===== config.mk =====
export PLATFORM = sky130hd
export DESIGN_NAME = idct_8x8_level_shift_top
export DESIGN_NICKNAME = d
export VERILOG_FILES = /design/src/sv/idct_pkg.sv /design/src/sv/idct_8x8_level_shift_top.sv /design/src/sv/idct_seq.sv /design/src/sv/idct_mac.sv
export SDC_FILE = /design/constraint.sdc
export NUM_CORES = 2
export LEC_CHECK = 0
export ABC_AREA = 1
export BUFFER_PORTS_ARGS = -buffer_cell sky130_fd_sc_hd__buf_2
export CAP_MARGIN = 20
export CELL_PAD_IN_SITES_DETAIL_PLACEMENT = 2
export CELL_PAD_IN_SITES_GLOBAL_PLACEMENT = 2
export CORE_ASPECT_RATIO = 1.1
export CORE_MARGIN = 2
export CORE_UTILIZATION = 45
export CTS_BUF_LIST = sky130_fd_sc_hd__clkbuf_4
export DETAILED_ROUTE_END_ITERATION = 10
export PLACE_DENSITY_LB_ADDON = 0.1
export SLEW_MARGIN = 30
export SYNTH_ARGS = -nofsm -noshare
export SYNTH_HDL_FRONTEND = slang
export SYNTH_SLANG_ARGS = --single-unit

===== constraint.sdc =====
create_clock -name clk_i -period 20.2 [get_ports clk_i]
set_input_delay 1.01 -clock clk_i [delete_from_list [all_inputs] [get_ports clk_i]]
set_output_delay 1.01 -clock clk_i [all_outputs]
set_load 0.01 [all_outputs]

===== src/sv/idct_pkg.sv =====
// Shared types, constants and cosine table of the 8x8 inverse DCT.
`default_nettype none
package idct_pkg;
  localparam int CoeffBits   = 16;
  localparam int TabFrac     = 14;
  localparam int OutFrac     = 4;
  localparam int SampleBits  = 24;
  localparam int AccBits     = 48;
  localparam logic signed [SampleBits-1:0] SampleMax = 24'sh7FFFFF;
  localparam logic signed [SampleBits-1:0] SampleMin = -24'sh800000;

  typedef enum logic [1:0] {
    StLoad, StRow, StCol
  } state_e;

  // Control from the sequencer to the datapath.
  typedef struct packed {
    logic       clr;   // start a new sum
    logic       mac;   // accumulate one product
    logic       col;   // column pass operand and rounding
    logic [2:0] k;     // tap index
    logic [2:0] x;     // output index within line
    logic [2:0] y;     // line index
  } ctrl_t;

  // 0.5*C(u)*cos((2x+1)u*pi/16), 14 fraction bits
  function automatic logic signed [15:0] cos_tab(input logic [2:0] x, input logic [2:0] u);
    logic [4:0] m;
    logic neg;
    logic signed [15:0] v;
    m = 5'(({2'b0, x, 1'b1}) * {3'b0, u});
    neg = 1'b0;
    if (m > 5'd16) m = 5'd0 - m;
    if (m > 5'd8) begin
      m = 5'd16 - m;
      neg = 1'b1;
    end
    case (m)
      5'd0: v = 16'sd8192;
      5'd1: v = 16'sd8035;
      5'd2: v = 16'sd7568;
      5'd3: v = 16'sd6811;
      5'd4: v = 16'sd5793;
      5'd5: v = 16'sd4551;
      5'd6: v = 16'sd3135;
      5'd7: v = 16'sd1598;
      default: v = 16'sd0;
    endcase
    if (u == 3'd0) v = 16'sd5793;
    else if (neg) v = -v;
    return v;
  endfunction
endpackage
`default_nettype wire


===== src/sv/idct_8x8_level_shift_top.sv =====
// Top level of the 8x8 inverse DCT with level shift.
// Use: stream 64 dequantized coefficients (row-major) on s_axis, whose
// tready stays high while loading. After the 64th beat s_axis_tready
// drops and one shared 24x16 multiply-accumulate unit runs 512 row taps and
// 512 column taps, one tap a cycle while no full output register holds the
// column pass. No new coefficient is taken until both passes end, so the
// block rate is set by the single MAC. Samples leave on m_axis in row-major
// order, tlast on the 64th.
// cfg_valid_i/cfg_ready_o writes sample precision; write only when idle.
// Reset clears the coefficient count and sequencer; precision resets to 8.
// A stalled receiver holds the output register; the MAC waits on the final
// tap of the next sample until the register frees, so nothing is lost;
// such stalls lengthen the block.
`default_nettype none
module idct_8x8_level_shift_top (
  input  wire logic        clk_i,
  input  wire logic        rst_ni,
  input  wire logic        s_axis_tvalid,
  output logic             s_axis_tready,
  input  wire logic [15:0] s_axis_tdata,   // [15:0] coefficient
  output logic             m_axis_tvalid,
  input  wire logic        m_axis_tready,
  output logic [23:0]      m_axis_tdata,   // [23:0] sample
  output logic             m_axis_tlast,
  input  wire logic        cfg_valid_i,
  output logic             cfg_ready_o,
  input  wire logic [4:0]  cfg_data_i
);
  import idct_pkg::*;
  ctrl_t ctrl;
  logic in_fire, res, full, out_vld;
  logic [5:0] wr_cnt, idx;
  logic [4:0] prec_q;
  logic signed [23:0] sample;
  logic vld_q, last_q;
  logic [23:0] data_q;

  assign in_fire = s_axis_tvalid && s_axis_tready;
  assign full = vld_q && !m_axis_tready;
  assign cfg_ready_o = 1'b1;

  idct_seq u_seq (
    .clk_i, .rst_ni, .in_fire_i(in_fire), .out_full_i(full),
    .in_ready_o(s_axis_tready), .wr_cnt_o(wr_cnt), .ctrl_o(ctrl), .res_o(res)
  );
  idct_mac u_mac (
    .clk_i, .in_fire_i(in_fire), .wr_cnt_i(wr_cnt), .coef_i(s_axis_tdata),
    .ctrl_i(ctrl), .res_i(res), .prec_i(prec_q), .sample_o(sample), .idx_o(idx),
    .out_vld_o(out_vld)
  );

  // a column result only arrives when the sequencer saw the register free
  always_ff @(posedge clk_i or negedge rst_ni) begin
    if (!rst_ni) begin
      prec_q <= 5'd8;
      vld_q <= 1'b0;
    end else begin
      if (cfg_valid_i) prec_q <= cfg_data_i;
      if (out_vld) vld_q <= 1'b1;
      else if (m_axis_tready) vld_q <= 1'b0;
    end
  end

  always_ff @(posedge clk_i) begin
    if (out_vld) begin
      data_q <= sample;
      last_q <= (idx == 6'd63);
    end
  end
  assign m_axis_tvalid = vld_q;
  assign m_axis_tdata = data_q;
  assign m_axis_tlast = last_q;
endmodule
`default_nettype wire


===== src/sv/idct_seq.sv =====
// Sequencer: counts coefficients, steps the MAC through row and column passes.
`default_nettype none
module idct_seq (
  input  wire logic           clk_i,
  input  wire logic           rst_ni,
  input  wire logic           in_fire_i,
  input  wire logic           out_full_i,
  output logic                in_ready_o,
  output logic [5:0]          wr_cnt_o,
  output idct_pkg::ctrl_t     ctrl_o,
  output logic                res_o
);
  import idct_pkg::*;
  state_e st_q, st_d;
  logic [5:0] cnt_q, cnt_d;
  logic [8:0] it_q, it_d;   // {y,x,k}
  logic res_q, res_d;

  always_comb begin
    st_d = st_q;
    case (st_q)
      StLoad: if (in_fire_i && cnt_q == 6'd63) st_d = StRow;
      StRow:  if (it_q == 9'h1FF) st_d = StCol;
      StCol:  if (it_q == 9'h1FF && !out_full_i) st_d = StLoad;
      default: st_d = StLoad;
    endcase
  end

  always_comb begin
    cnt_d = in_fire_i ? cnt_q + 6'd1 : cnt_q;
    it_d = it_q;
    res_d = 1'b0;
    in_ready_o = (st_q == StLoad);
    ctrl_o.k = it_q[2:0];
    ctrl_o.x = it_q[5:3];
    ctrl_o.y = it_q[8:6];
    ctrl_o.col = (st_q == StCol);
    ctrl_o.clr = (it_q[2:0] == 3'd0);
    ctrl_o.mac = 1'b0;
    case (st_q)
      StRow: begin
        ctrl_o.mac = 1'b1;
        it_d = it_q + 9'd1;
        res_d = (it_q[2:0] == 3'd7);
      end
      StCol: begin
        // hold at the last tap while the output register is still full
        if (!(it_q[2:0] == 3'd7 && out_full_i)) begin
          ctrl_o.mac = 1'b1;
          it_d = it_q + 9'd1;
          res_d = (it_q[2:0] == 3'd7);
        end
      end
      default: it_d = 9'd0;
    endcase
  end

  always_ff @(posedge clk_i or negedge rst_ni) begin
    if (!rst_ni) begin
      st_q <= StLoad;
      cnt_q <= 6'd0;
      it_q <= 9'd0;
      res_q <= 1'b0;
    end else begin
      st_q <= st_d;
      cnt_q <= cnt_d;
      it_q <= it_d;
      res_q <= res_d;
    end
  end
  assign wr_cnt_o = cnt_q;
  assign res_o = res_q;
endmodule
`default_nettype wire


===== src/sv/idct_mac.sv =====
// Stores and shared multiply-accumulate unit with rounding and saturation.
`default_nettype none
module idct_mac (
  input  wire logic                     clk_i,
  input  wire logic                     in_fire_i,
  input  wire logic [5:0]               wr_cnt_i,
  input  wire logic signed [15:0]       coef_i,
  input  wire idct_pkg::ctrl_t          ctrl_i,
  input  wire logic                     res_i,
  input  wire logic [4:0]               prec_i,
  output logic signed [23:0]            sample_o,
  output logic [5:0]                    idx_o,
  output logic                          out_vld_o
);
  import idct_pkg::*;
  logic signed [CoeffBits-1:0] cmem [64];
  logic signed [SampleBits-1:0] rmem [64];
  logic signed [SampleBits-1:0] op_q;
  logic signed [15:0] c_q;
  logic signed [SampleBits+15:0] prod;
  logic signed [AccBits-1:0] acc_q, sum;
  logic mac_q, clr_q, col_q;
  logic [5:0] idx_q;
  logic acol_q, ares_q;
  logic [5:0] aidx_q;
  logic signed [AccBits-1:0] rnd, lvl, val;
  logic signed [SampleBits-1:0] sat;

  always_ff @(posedge clk_i) begin
    if (in_fire_i) cmem[wr_cnt_i] <= coef_i;
  end

  // stage 1: operand reads
  always_ff @(posedge clk_i) begin
    if (ctrl_i.col) begin
      op_q <= rmem[{ctrl_i.k, ctrl_i.x}];
      c_q <= cos_tab(ctrl_i.y, ctrl_i.k);
    end else begin
      op_q <= SampleBits'(cmem[{ctrl_i.y, ctrl_i.k}]);
      c_q <= cos_tab(ctrl_i.x, ctrl_i.k);
    end
    mac_q <= ctrl_i.mac;
    clr_q <= ctrl_i.clr;
    col_q <= ctrl_i.col;
    if (ctrl_i.mac) idx_q <= {ctrl_i.y, ctrl_i.x};
  end

  // stage 2: multiply-accumulate; pass flag, index and result strobe follow the sum
  assign prod = op_q * c_q;
  assign sum = (clr_q ? '0 : acc_q) + AccBits'(prod);
  always_ff @(posedge clk_i) begin
    if (mac_q) acc_q <= sum;
    acol_q <= col_q;
    aidx_q <= idx_q;
    ares_q <= res_i;
  end

  // round ties up, level shift in the column pass, saturate
  always_comb begin
    if (acol_q) begin
      rnd = (acc_q + AccBits'(1 << (TabFrac - 1))) >>> TabFrac;
      lvl = (prec_i == 5'd0) ? '0 :
            (AccBits'(1) << (6'(prec_i) + 6'(OutFrac - 1)));
    end else begin
      rnd = (acc_q + AccBits'(1 << (TabFrac - OutFrac - 1))) >>> (TabFrac - OutFrac);
      lvl = '0;
    end
    val = rnd + lvl;
    if (val > AccBits'(SampleMax)) sat = SampleMax;
    else if (val < AccBits'(SampleMin)) sat = SampleMin;
    else sat = val[SampleBits-1:0];
  end

  always_ff @(posedge clk_i) begin
    if (ares_q && !acol_q) rmem[aidx_q] <= sat;
  end
  assign sample_o = sat;
  assign idx_o = aidx_q;
  assign out_vld_o = ares_q && acol_q;
endmodule
`default_nettype wire


Yosys cells after proc, flatten, opt, wreduce, memory -nomap -nowiden:

Memories as Yosys holds them, arrays and structs flattened.
Cells that the tools add are included.

* register bits: 154
* bits in writable memories: 2560
* bits in read-only memories: 224
* bits of input ports: 26
* memories: 4

* $add $sub $neg: 13
* $mul: 3
* magnitude comparators: 6
* eq/ne operators: 10
* shift-type cells: 1
* multiplexer cells: 44
* reduce and logical (&&, ||, !) cells: 17

Memory list
* u_mac.rmem: words 64, bits a word 24, rd ports 1, clocked after Yosys merged registers in 0, wr ports 1, line idct_mac.sv:17 `logic signed [SampleBits-1:0] rmem [64];`
* u_mac.cmem: words 64, bits a word 16, rd ports 1, clocked after Yosys merged registers in 0, wr ports 1, line idct_mac.sv:16 `logic signed [CoeffBits-1:0] cmem [64];`
* (name not given): words 8, bits a word 14, rd ports 1, clocked after Yosys merged registers in 0, wr ports 0, line idct_pkg.sv:38 `case (m)`
* (name not given): words 8, bits a word 14, rd ports 1, clocked after Yosys merged registers in 0, wr ports 0, line idct_pkg.sv:38

Operators with widths (count)
* $mux 48: 4
* $mux 16: 9
* $add 48x48->48: 2
* $mux 24: 3
* $add 48x11->48 const B: 1
* $add 48x15->48 const B: 1
* $gt 48x24->1 const B: 1
* $lt 48x24->1 const B: 1
* $shl 1x6->48 const A: 1
* $mul 24x16->40: 1
* $mux 5: 8
* $neg 16->16: 2
* $pmux 9 s2: 1
* $eq 6x6->1 const B: 2
* $mux 1: 12
* $gt 5x4->1 const B: 2
* $gt 5x5->1 const B: 2
* $mul 4x3->5: 2
* $sub 1x5->5 const A: 2
* $sub 5x5->5 const A: 2
* $add 9x1->9 const B: 1
* $eq 9x9->1 const B: 1
* $mux 9: 1
* $logic_and 1x1->1: 7
* 16 further kinds: 25

Longest topological paths before layout:

* depth after elaboration: 14
* gate-level depth with buffers: 42
* gate-level depth less buffers: 41

By module:

From an unflattened synthesis, not the netlist that was laid out.

* cells, all modules: 11382
* area total of the unflattened synthesis: 129018.7 um2

By module, submodules not included
* idct_mac: times used 1, cells an instance 11203, area an instance 126969.3 um2, sequential area each 79516.3 um2
* idct_8x8_level_shift_top: times used 1, cells an instance 61, area an instance 1038.5 um2, sequential area each 902.1 um2
* idct_seq: times used 1, cells an instance 118, area an instance 1011.0 um2, sequential area each 450.4 um2

Least setup slack after synthesis:

Ideal clock, no wire load.

* path type: reg2reg
* from: reg u_mac.op_q[14]
* to: reg u_mac.acc_q[46] (data pin)
* arrival: 7180 ps
* required time: 19947 ps
* path slack: 12767 ps
* stages on the path, launching flop included: 38
* buffers on the path: 2
* clock period less this slack: 7433 ps
* cells stage by stage: dfxtp_1 clkbuf_1 clkbuf_1 nand2_1 fa_1 inv_1 fa_1 inv_1 fa_1 inv_1 fa_1 fa_1 inv_1 fa_1 inv_1 ha_1 a21oi_1 o21ai_0 (+2 left out) a21oi_1 o21ai_0 nand2_1 nand2_1 a31oi_1 xnor2_1 ha_1 nand2_1 nor2_1 inv_1 nor4_1 nand3_1 nand3_1 a21oi_1 nor2_1 nand2_1 nand4_1 nand2_1

* longest elaborated chain between the ends: 2

Ends and longest elaborated chain
* start, declared: line idct_mac.sv:18 `logic signed [SampleBits-1:0] op_q;`
* start signal, assigned: line idct_mac.sv:36 `op_q <= rmem[{ctrl_i.k, ctrl_i.x}];`
* start signal, assigned: line idct_mac.sv:39 `op_q <= SampleBits'(cmem[{ctrl_i.y, ctrl_i.k}]);`
* $mul 24x16->40: line idct_mac.sv:49 `assign prod = op_q * c_q;`
* $add 48x48->48: line idct_mac.sv:50 `assign sum = (clr_q ? '0 : acc_q) + AccBits'(prod);`
* net u_mac.sum[46]: line idct_mac.sv:21 `logic signed [AccBits-1:0] acc_q, sum;`
* end signal, assigned: line idct_mac.sv:52 `if (mac_q) acc_q <= sum;`
* end, declared: line idct_mac.sv:21

The timed path passes the listed nets, and every way through them passes these cells.
A chain may end at the register's enable or synchronous reset.

Worst setup path in the final report:

* from: reg u_mac.op_q[21]
* to: reg u_mac.acc_q[46] (data pin)

The elaborated chain is that of the path after synthesis.

==> results.sh <==
export IMPL_status="complete, no violations"
export IMPL_grt_pass1_wl_mm=780
export IMPL_drive_gt1_share_pct=13.4
export IMPL_cp_arrival_ns=10.27
export IMPL_yosysUniqueCellTypes=67
export IMPL_vias=101000
export IMPL_final_cell_mix="2639 x edfxtp_1, 1685 x nor2_1, 1423 x o21ai_0"
export IMPL_numCtsBuffers=705
export IMPL_use_met3_pct=6.39
export IMPL_drv_cap=0
export IMPL_nFillCells=28400
export IMPL_fin_util_pct=50.3
export IMPL_fp_dieW_um=514
export IMPL_drt_iter0_drc=10200
export IMPL_io_pins=54
export IMPL_wire_per_inst_um=33.5
export IMPL_cp_common_cell="nand2_1"
export IMPL_num_rows=206
export IMPL_clk_path_buf_depth=4
export IMPL_die_y_um=565
export IMPL_core_area_um2=286000
export IMPL_cts_hold_buf=18
export IMPL_overflow=0
export IMPL_cts_tree="built"
export IMPL_cts_max_level=6
export IMPL_setup_viol=0
export IMPL_drc=0
export IMPL_r2r_cells=35
export IMPL_critical_path_max_stage_delay_ns=0.85
export IMPL_antenna_found_initial=36
export IMPL_worstSetupPathType="reg2reg"
export IMPL_viasPerCell=6.28
export IMPL_crit_path_start_kind="register"
export IMPL_clock_root_buffer="clkbuf_4"
export IMPL_r2r_start="u_mac.op_q[21]$_DFF_P_"
export IMPL_slew_violations=0
export IMPL_worstHoldStart="s_axis_tdata[2]"
export IMPL_required_ns=21.49
export IMPL_ant_nets=0
export IMPL_synth_area_um2=129000
export IMPL_yosys_warnings=0
export IMPL_slew_headroom_pct=26.5
export IMPL_grt_pass1_vias=112000
export IMPL_crit_family="adder cells"
export IMPL_worstSetupEndpointType="register"
export IMPL_hpwl_mm=310
export IMPL_dr_pass1_iters=6
export IMPL_nets=12400
export IMPL_wl_mm=537
export IMPL_tns_ns=0
export IMPL_grt_busiest_layer="met2"
export IMPL_tightest_slew_ns=1.10
export IMPL_syn_area_per_cell_um2=11.4
export IMPL_gp_congestion=0.874
export IMPL_track_usage_pct=36.5
export IMPL_final_common_cell="edfxtp_1"
export IMPL_r2r_setup_slack_ns=11.21
export IMPL_port_buffers=52
export IMPL_cts_resized=0
export IMPL_ys_seq_elements=2714
export IMPL_critPathSlowestCell="dfxtp_1"
export IMPL_async_flop_share_pct=0.884
export IMPL_rsz0062_at_grt="no"
export IMPL_cts_setup_buffers=0
export IMPL_finClkSkew_ns=0.181
export IMPL_critPathMaxFanout=16
export IMPL_clkTransAtPathRegs_ns=0.07
export IMPL_finalCriticalPeriod_ns=8.99
export IMPL_synthFlopType="edfxtp_1"
export IMPL_synthCells=11300
export IMPL_syn_to_final_growth_pct=11.4
export IMPL_synth_edf_count=2639
export IMPL_die_area_um2=290000
export IMPL_holdPathEnd="u_mac.cmem[49][2]$_DFFE_PP_"
export IMPL_start_util_pct=45.1
export IMPL_grt_util_met1_pct=43.7
export IMPL_instances_no_fill=16000
export IMPL_dp_cells=14800
export IMPL_hold_viol_final=0
export IMPL_cts_sinks=2714
export IMPL_r2r_end="u_mac.acc_q[46]$_DFFE_PP_"
export IMPL_holdPathStages=2
export IMPL_path_buf_inv=6
export IMPL_ys_seq_area_share_pct=62.8
export IMPL_fmax_ghz=0.111
export IMPL_grt_max_degree=187
export IMPL_min_path_type="in2reg"
export IMPL_grt_use_met2_pct=63.1
export IMPL_period_share_pct=44.5
export IMPL_clk_latency_ns=1.65
==> worst max-delay path by stage <==
stage | start | to | slack, ns | cells past startpoint
after floorplan | u_mac.op_q[14]$_DFF_P_ | u_mac.acc_q[46]$_DFFE_PP_ | 12.77 | 37
after global placement | u_mac.c_q[7]$_DFF_P_ | u_mac.acc_q[46]$_DFFE_PP_ | 11.47 | 36
after detailed placement | u_mac.op_q[21]$_DFF_P_ | u_mac.acc_q[46]$_DFFE_PP_ | 11.32 | 35
after CTS | u_mac.op_q[21]$_DFF_P_ | u_mac.acc_q[46]$_DFFE_PP_ | 11.30 | 35
after global routing | u_mac.op_q[21]$_DFF_P_ | u_mac.acc_q[46]$_DFFE_PP_ | 10.74 | 35
final | u_mac.op_q[21]$_DFF_P_ | u_mac.acc_q[46]$_DFFE_PP_ | 11.21 | 35
==> metrics by stage <==
stage | setup slack [ns] | hold slack, ns | instance area, µm²
after floorplan | 12.77 | 0.310 | 129000
after global placement | 11.47 | 0.313 | 134000
after detailed placement | 11.32 | 0.322 | 134000
after CTS | 11.30 | 0.0343 | 143000
after global routing | 10.74 | 0.101 | 143000
final | 11.21 | 0.152 | 144000
==> flip-flops by register name, summed over array words and instances (netlist names), 9 cells and up <==
signal,count
u_mac.acc_q,48
u_mac.c_q,16
u_mac.rmem,1536
u_seq.it_q,9
m_axis_tdata,24
u_mac.op_q,24
u_mac.cmem,1024
==> cell type report <==
cell class                 count  area [µm²]  share of cell area, %
clock inverter               210        1450                   1.01
tap                         3744        4680                   3.26
multi-input combinational   7005       42200                   29.4
inverter                     965        3660                   2.55
sequential                  2714       80900                   56.4
antenna                       19        47.5                 0.0331
clock buffer                1019        7650                   5.33
timing repair buffer         350        2930                   2.04
==> per-layer routing <==
metal,vias to the layer above,wire [µm],part of all wire (%)
li1,41300,-,-
met1,52600,199000,37
met2,5242,268000,50
met3,1509,40100,7.5
met4,16,30900,5.7
met5,-,102,0.019
==> worst register-to-register path: cells and delay by family, from the launching register on <==
kind / cells / cell delay, ns
AND/OR/NAND/NOR: 16 / 2.39
XOR/XNOR: 1 / 0.38
AO/OA/AOI/OAI: 4 / 0.80
adder cells (fa/ha/maj): 8 / 3.84
flip-flops: 1 / 0.85
buffers and inverters: 6 / 0.39
==> synth_stat cells, types with 15 or more instances <==
cell      count  area [µm²]
o211ai_1     43         323
inv_2        17        63.8
nand2_1    1223        4590
nand2_2      36         225
o221ai_1    291        2550
a31oi_1      80         500
o21ai_0    1424        7130
fa_1        382        7650
dfxtp_1      51        1020
clkbuf_1    596        2240
xnor2_1      56         490
nand3_1     387        1940
nor3_1       60         300
nor4_1       22         138
ha_1        223        2790
nor2_1     1755        6590
inv_1       938        3520
dfrtp_1      23         576
nand4_1     124         776
xor2_1      113         990
a21o_1       15         113
a21oi_1     259        1300
edfxtp_1   2639       79200
o22ai_1     355        2220
buf_1        36         135
==> cells by family after synthesis <==
logic type	count (synthesis)	synth area share, %
AO/OA/AOI/OAI	2556	11.5
buffers and inverters	1620	4.78
other	2	0.00583
XOR/XNOR	172	1.19
multiplexers	1	0.00777
flip-flops	2714	62.8
adder cells (fa/ha/maj)	605	8.10
AND/OR/NAND/NOR	3653	11.6
Power is not shown: default switching activity piles up to over one toggle a cycle in this logic, so the estimate is an artifact.
